**src/rtl/rhh_pkg.sv**
```systemverilog
// Shared codes and controller/datapath interface types for the Robin Hood hash table.
`default_nettype none
package rhh_pkg;

    localparam logic [2:0] CMD_INSERT   = 3'd0;
    localparam logic [2:0] CMD_LOOKUP   = 3'd1;
    localparam logic [2:0] CMD_REM_KEY  = 3'd2;
    localparam logic [2:0] CMD_REM_SLOT = 3'd3;
    localparam logic [2:0] CMD_CLEAR    = 3'd4;

    localparam logic [2:0] ST_OK    = 3'd0;
    localparam logic [2:0] ST_DUP   = 3'd1;
    localparam logic [2:0] ST_MISS  = 3'd2;
    localparam logic [2:0] ST_FULL  = 3'd3;
    localparam logic [2:0] ST_EMPTY = 3'd4;

    localparam int HASH_BITS  = 31;
    localparam int LIMIT_BITS = 11;

    localparam logic [3:0] OP_NONE       = 4'd0;
    localparam logic [3:0] OP_LOAD       = 4'd1;
    localparam logic [3:0] OP_FIND_RD    = 4'd2;
    localparam logic [3:0] OP_FIND_EV    = 4'd3;
    localparam logic [3:0] OP_PLACE_INIT = 4'd4;
    localparam logic [3:0] OP_PLACE_RD   = 4'd5;
    localparam logic [3:0] OP_PLACE_EV   = 4'd6;
    localparam logic [3:0] OP_SI_RD      = 4'd7;
    localparam logic [3:0] OP_SI_EV      = 4'd8;
    localparam logic [3:0] OP_REM_INIT   = 4'd9;
    localparam logic [3:0] OP_REM_RD     = 4'd10;
    localparam logic [3:0] OP_REM_SHIFT  = 4'd11;
    localparam logic [3:0] OP_REM_END    = 4'd12;
    localparam logic [3:0] OP_CLR_INIT   = 4'd13;
    localparam logic [3:0] OP_CLR_STEP   = 4'd14;
    localparam logic [3:0] OP_RESP       = 4'd15;

    typedef struct packed {
        logic [3:0] op;
        logic [2:0] status;
    } dp_cmd_t;

    typedef struct packed {
        logic [2:0] cmd;
        logic       si_ok;
        logic       find_hit;
        logic       find_miss;
        logic       full;
        logic       q_occ;
        logic       rem_wrap;
        logic       rem_stop;
        logic       sweep_last;
        logic       out_free;
    } dp_stat_t;

endpackage
`default_nettype wire

```
**src/rtl/rhh_ctrl.sv**
```systemverilog
// Command sequencer for the Robin Hood hash table.
`default_nettype none
module rhh_ctrl (
    input  wire                    aclk,
    input  wire                    aresetn,
    input  wire                    s_valid,
    output logic                   s_ready,
    input  wire rhh_pkg::dp_stat_t stat,
    output rhh_pkg::dp_cmd_t       ctl
);
    import rhh_pkg::*;

    localparam logic [3:0] S_SWEEP      = 4'd0;
    localparam logic [3:0] S_IDLE       = 4'd1;
    localparam logic [3:0] S_DISP       = 4'd2;
    localparam logic [3:0] S_FIND_RD    = 4'd3;
    localparam logic [3:0] S_FIND_EV    = 4'd4;
    localparam logic [3:0] S_PLACE_INIT = 4'd5;
    localparam logic [3:0] S_PLACE_RD   = 4'd6;
    localparam logic [3:0] S_PLACE_EV   = 4'd7;
    localparam logic [3:0] S_SI_RD      = 4'd8;
    localparam logic [3:0] S_SI_EV      = 4'd9;
    localparam logic [3:0] S_REM_INIT   = 4'd10;
    localparam logic [3:0] S_REM_RD     = 4'd11;
    localparam logic [3:0] S_REM_EV     = 4'd12;
    localparam logic [3:0] S_REM_END    = 4'd13;
    localparam logic [3:0] S_CLR        = 4'd14;
    localparam logic [3:0] S_RESP       = 4'd15;

    logic [3:0] state_reg, state_next;
    logic [2:0] res_reg, res_next;
    logic [3:0] op;

    assign s_ready    = (state_reg == S_IDLE);
    assign ctl.op     = op;
    assign ctl.status = res_reg;

    always_comb begin
        state_next = state_reg;
        res_next   = res_reg;
        op         = OP_NONE;
        case (state_reg)
            S_SWEEP: begin
                op = OP_CLR_STEP;
                if (stat.sweep_last) state_next = S_IDLE;
            end
            S_IDLE: begin
                if (s_valid) begin
                    op         = OP_LOAD;
                    res_next   = ST_OK;
                    state_next = S_DISP;
                end
            end
            S_DISP: begin
                case (stat.cmd)
                    CMD_INSERT, CMD_LOOKUP, CMD_REM_KEY: state_next = S_FIND_RD;
                    CMD_REM_SLOT: begin
                        if (stat.si_ok) begin
                            state_next = S_SI_RD;
                        end else begin
                            res_next   = ST_EMPTY;
                            state_next = S_RESP;
                        end
                    end
                    CMD_CLEAR: begin
                        op         = OP_CLR_INIT;
                        state_next = S_CLR;
                    end
                    default: state_next = S_RESP;
                endcase
            end
            S_FIND_RD: begin
                op         = OP_FIND_RD;
                state_next = S_FIND_EV;
            end
            S_FIND_EV: begin
                op = OP_FIND_EV;
                if (stat.find_hit) begin
                    case (stat.cmd)
                        CMD_INSERT: begin
                            res_next   = ST_DUP;
                            state_next = S_RESP;
                        end
                        CMD_REM_KEY: state_next = S_REM_INIT;
                        default:     state_next = S_RESP;
                    endcase
                end else if (stat.find_miss) begin
                    if (stat.cmd == CMD_INSERT) begin
                        if (stat.full) begin
                            res_next   = ST_FULL;
                            state_next = S_RESP;
                        end else begin
                            state_next = S_PLACE_INIT;
                        end
                    end else begin
                        res_next   = ST_MISS;
                        state_next = S_RESP;
                    end
                end else begin
                    state_next = S_FIND_RD;
                end
            end
            S_PLACE_INIT: begin
                op         = OP_PLACE_INIT;
                state_next = S_PLACE_RD;
            end
            S_PLACE_RD: begin
                op         = OP_PLACE_RD;
                state_next = S_PLACE_EV;
            end
            S_PLACE_EV: begin
                op         = OP_PLACE_EV;
                state_next = stat.q_occ ? S_PLACE_RD : S_RESP;
            end
            S_SI_RD: begin
                op         = OP_SI_RD;
                state_next = S_SI_EV;
            end
            S_SI_EV: begin
                op = OP_SI_EV;
                if (stat.q_occ) begin
                    state_next = S_REM_INIT;
                end else begin
                    res_next   = ST_EMPTY;
                    state_next = S_RESP;
                end
            end
            S_REM_INIT: begin
                op         = OP_REM_INIT;
                state_next = S_REM_RD;
            end
            S_REM_RD: begin
                op         = OP_REM_RD;
                state_next = stat.rem_wrap ? S_REM_END : S_REM_EV;
            end
            S_REM_EV: begin
                if (stat.rem_stop) begin
                    state_next = S_REM_END;
                end else begin
                    op         = OP_REM_SHIFT;
                    state_next = S_REM_RD;
                end
            end
            S_REM_END: begin
                op         = OP_REM_END;
                state_next = S_RESP;
            end
            S_CLR: begin
                op = OP_CLR_STEP;
                if (stat.sweep_last) state_next = S_RESP;
            end
            S_RESP: begin
                op = OP_RESP;
                if (stat.out_free) state_next = S_IDLE;
            end
            default: state_next = S_IDLE;
        endcase
    end

    always_ff @(posedge aclk) begin
        if (!aresetn) begin
            state_reg <= S_SWEEP;
            res_reg   <= ST_OK;
        end else begin
            state_reg <= state_next;
            res_reg   <= res_next;
        end
    end
endmodule
`default_nettype wire

```
**config.mk**
```make
export PLATFORM = sky130hd
export DESIGN_NAME = rhh_ctrl
export DESIGN_NICKNAME = d
export VERILOG_FILES = /design/src/rtl/rhh_pkg.sv /design/src/rtl/rhh_ctrl.sv
export SDC_FILE = /design/constraint.sdc
export NUM_CORES = 1
export LEC_CHECK = 0
export BUFFER_PORTS_ARGS = -buffer_cell sky130_fd_sc_hd__buf_2
export CAP_MARGIN = 10
export CELL_PAD_IN_SITES_DETAIL_PLACEMENT = 0
export CELL_PAD_IN_SITES_GLOBAL_PLACEMENT = 1
export CORE_ASPECT_RATIO = 1.75
export CORE_MARGIN = 4
export CORE_UTILIZATION = 35
export CTS_CLUSTER_DIAMETER = 120
export DETAILED_ROUTE_END_ITERATION = 6
export PLACE_DENSITY_LB_ADDON = 0.25
export REMOVE_ABC_BUFFERS = 1
export SETUP_SLACK_MARGIN = 0.1
export SLEW_MARGIN = 20
export SYNTH_ARGS = -nofsm -noshare
export SYNTH_HDL_FRONTEND = slang
export SYNTH_SLANG_ARGS = --single-unit
```
**constraint.sdc**
```tcl
create_clock -name aclk -period 2 [get_ports aclk]
set_input_delay 0.4 -clock aclk [delete_from_list [all_inputs] [get_ports aclk]]
set_output_delay 0.4 -clock aclk [all_outputs]
set_load 0.01 [all_outputs]
```
After elaboration in Yosys (flattened, before gate mapping)
Index checks and enable logic that the tools add are counted.
Operators by class
  add/subtract/negate cells: 0
  multipliers: 0
  divide/modulo/power cells: 0
  order comparisons: 0
  equality and inequality tests: 29
  shifts and indexed selects: 0
  muxes and demuxes: 30
  bitwise logic cells: 0
  reductions and logical operators: 7
Operator list (number)
  case mux 4 bit (16 select lines): 1
  case mux 4 bit (15 select lines): 1
  2-to-1 mux 4 bit: 11
  2-to-1 mux 3 bit: 13
  == test 4 bit (second input constant): 8
  == test 4 x 3 -> 1 bit (second input constant): 4
  != test 2 bit (second input constant): 7
  case mux 3 bit (4 select lines): 1
  case mux 4 bit (3 select lines): 1
  == test 4 x 2 -> 1 bit (second input constant): 2
  AND reduction 8 bit: 1
  == test 3 x 2 -> 1 bit (second input constant): 2
  != test 3 bit (second input constant): 2
  == test 4 x 1 -> 1 bit (second input constant): 1
  zero test 4 bit: 1
  != test 4 bit (second input constant): 1
  AND reduction 4 bit: 1
  nonzero test 4 bit: 1
  == test 3 x 1 -> 1 bit (second input constant): 1
  == test 3 bit (second input constant): 1
  zero test 3 bit: 1
  OR reduction 3 bit: 1
  2-to-1 mux 1 bit: 2
  OR reduction 2 bit: 1
Word-level totals
  bits in registers: 7
  bits in latches: 0
  memory bits (writable): 0
  ROM bits: 0
  input port bits: 15
  output and inout bits: 8
  logic and storage cells: 68
  memories kept: 0

Depth between registers and ports, before layout
  depth after elaboration: 5
  depth in mapped cells: 7
  mapped depth without buffers: 5

Least setup slack after synthesis
Ideal clock, no wire load.
  path kind: register to output
  start: reg state_reg[3]
  end: out ctl[3] in the netlist's numbering
  data arrival time: 1.356 ns
  data required time: 1.600 ns
  slack: 0.244 ns
  stages on the path, launching flop included: 8
  path buffers: 3
  path through: dfxtp_1 buf_6 buf_2 clkbuf_1 nand3_1 o31ai_1 a21oi_1 a21oi_1
RTL lines
  from (decl): line rhh_ctrl.sv:30  | logic [3:0] state_reg, state_next;
  from (signal assigned): line rhh_ctrl.sv:165  | state_reg <= state_next;
  to (decl): line rhh_ctrl.sv:9  | output rhh_pkg::dp_cmd_t ctl

==> metrics <==
postcts setup bufs 0; Sw Share 28.3%; WS Path Type reg2out; dpl cell area 1000 µm²; ANT cells 0; NumNets Final 165; share of layout cells above drive strength 1 28.9%; Sequential Power Share 31.9%; CTS Buf Count 3; final period utilization 89.8%; RSZ-0062 raised after global routing yes; TritonCTS clock tree built; Layout Area Growth over Synthesis 25.2%; Leakage 0.000425 µW; via-per-instance ratio 5.68; Die Height 73.1 µm; Worst-Skew Late Latency 0.22 ns; clk_skew 0.00121 ns; fin area 1060 µm²; mean post-synth cell area 6.73 µm²; Detail Placement HPWL 1880 µm; DR pass1 iterations 4; Ys Warns 0; row count 23; Longest Clk Path Bufs 2; Slew HR 73.8%; clock power share 41.2%; initial antenna violation count 0; Synth area leaders dfxtp_1 17%, nor2_1 7.1%, nand2_1 6.6%, a21oi_1 5.3%, o21ai_0 5.3%; Reg clk slew, reported paths 0.04 ns; filler cell count 265; Pwr Density 439 nW/µm²; endpoints failing setup 0; Worst setup SP type flip-flop; clock sink count 7; Worst Tran Pin Value 0.383 ns; Layout Utilization 46.1%; area leader, netlist dfxtp_1; Ports 23; overall global routing resource usage 16.0%; Register Area 149 µm²; Initial Utilization 36.8%; 1st-iter DRT viols 24; drt total wl 2390 µm; global-route wire length before repair 3990 µm; total global routing overflow 0; footprint of the multi-input gates 628 µm²; die area 3310 µm²; Seq cells post-synth 7; Die X 45.2 µm; Crit path arrival time 1.40 ns; fin. max-slew vios 0; crit-path max FO 17; Vias 989; H-tree levels 1; Peak VDD IR 0.208 mV; Max-Cap Viols 0; Setup TNS 0 ns; Final Hold Fails 0; Post-synth ARST share 0%; largest net degree at the start of global routing 18; share of the synthesized area in the top cell type 16.5%; dominant synthesized flop cell dfxtp_1; proportion of power drawn by combinational gates 26.9%; DRC 0; number of global-route vias before repair 896; Net Sw Power 132 µW; post-synthesis sequential area ratio 16.5%; Int Power 335 µW; crit path capture type output pin; clock period minus worst slack 1.80 ns; synth unique cells 40; routed len/inst 13.7 µm; Worst Hold Class reg2reg; core box area 2300 µm²; Max Fclk 557 MHz; GP Congestion 0.837; root buffer cell clkbuf_8; r2r worst-path depth 6; Post-synth EDFFs 0; mapped cell area 848 µm²; status finished clean; Mapped Cells 126; max reg flops 4; Tot Pwr 467 µW; hold path cells 2; Worst EP required 1.60 ns; buffers added on ports 22; Routed Antenna Nets 0
## power by group through the flow
stage / clock network (µW) / registers [µW] / logic [µW]
detailed placement: 0 / 152 / 125
floorplan: 0 / 159 / 58.6
global route: 210 / 149 / 141
CTS: 198 / 150 / 126
finish: 192 / 149 / 126
global placement: 0 / 152 / 125
## cell usage after synthesis (2+ instances only)
| cell | n |
|---|---|
| buf_6 | 2 |
| a31oi_1 | 5 |
| o221ai_1 | 2 |
| nand3_1 | 4 |
| o21ai_0 | 9 |
| nand4_1 | 2 |
| nand2_1 | 15 |
| buf_2 | 5 |
| nor2b_1 | 2 |
| nor2_1 | 16 |
| clkbuf_1 | 4 |
| nand2b_1 | 4 |
| mux2i_1 | 2 |
| a21oi_1 | 9 |
| and3_1 | 2 |
| o22ai_1 | 2 |
| o211ai_1 | 2 |
| o31ai_1 | 3 |
| a41oi_1 | 3 |
| inv_1 | 5 |
| dfxtp_1 | 7 |
| nor3_1 | 3 |
## cells by family (layout without fill, tap and decap cells)
logic type / after synthesis / after routing / synth area share (%)
flip-flops: 7 / 7 / 16.5
AO/OA/AOI/OAI: 44 / 44 / 35.5
multiplexers: 2 / 2 / 2.36
buffers and inverters: 17 / 40 / 10.0
AND/OR/NAND/NOR: 55 / 55 / 34.5
XOR/XNOR: 1 / 1 / 1.03
## per-stage QoR
stage | hold WS [ns] | setup WS (ns) | instances
2_1_floorplan | 0.473 | 0.0923 | 114
3_3_place_gp | 0.435 | 0.223 | 170
3_5_place_dp | 0.437 | 0.234 | 170
4_1_cts | 0.444 | 0.161 | 174
5_1_grt | 0.483 | 0.0743 | 174
6_report | 0.438 | 0.204 | 174
## placed cells by master (no fill, tap or decap), types with 2 or more instances in the layout
cell type  count
a31oi_1        5
nor2_1        16
a21oi_1        9
dfxtp_4        2
o31ai_1        2
inv_1          5
and3_1         2
mux2i_1        2
o21ai_0        9
dfxtp_1        4
nand2b_1       4
nand2_1       15
o22ai_1        2
buf_4          8
nand3_1        4
a41oi_1        3
nor3_1         3
buf_2         22
o211ai_1       2
nand4_1        2
nor2b_1        2
o221ai_1       2
clkbuf_8       3
## worst paths after layout
check,slack (ns),end,start
max,0.20,ctl[3],state_reg[1]
min,0.44,res_reg[0],res_reg[0]
max reg2reg,0.29,res_reg[1],state_reg[3]
min reg2reg,0.44,res_reg[0],res_reg[0]
## worst max-delay path, stage by stage (launching register included)
cell	delay, ns
dfxtp_1	0.32
buf_4	0.20
nor3_1	0.27
and2_1	0.19
a21oi_1	0.06
buf_2	0.13
## what timing repair did
| action | in CTS | in global routing |
|---|---|---|
| gates resized for setup | 2 | 4 |
| hold buffers | 0 | 0 |
| endpoints found under the setup margin | 3 | 4 |
## metal layers
layer  routed length [µm]  track usage (%)
met5                    0                0
met4                   38             7.17
met3                  117             1.73
met2                 1290             29.2
met1                  942             17.4
## final cells by class
type | instances | share of cell area [%]
clock buffers | 4 | 4.24
inverters | 5 | 1.77
flip-flops and latches | 7 | 14.0
multi-input cells | 102 | 59.1
repair buffers | 31 | 17.9
well taps | 25 | 2.94
(Power assumes the default switching activity.)
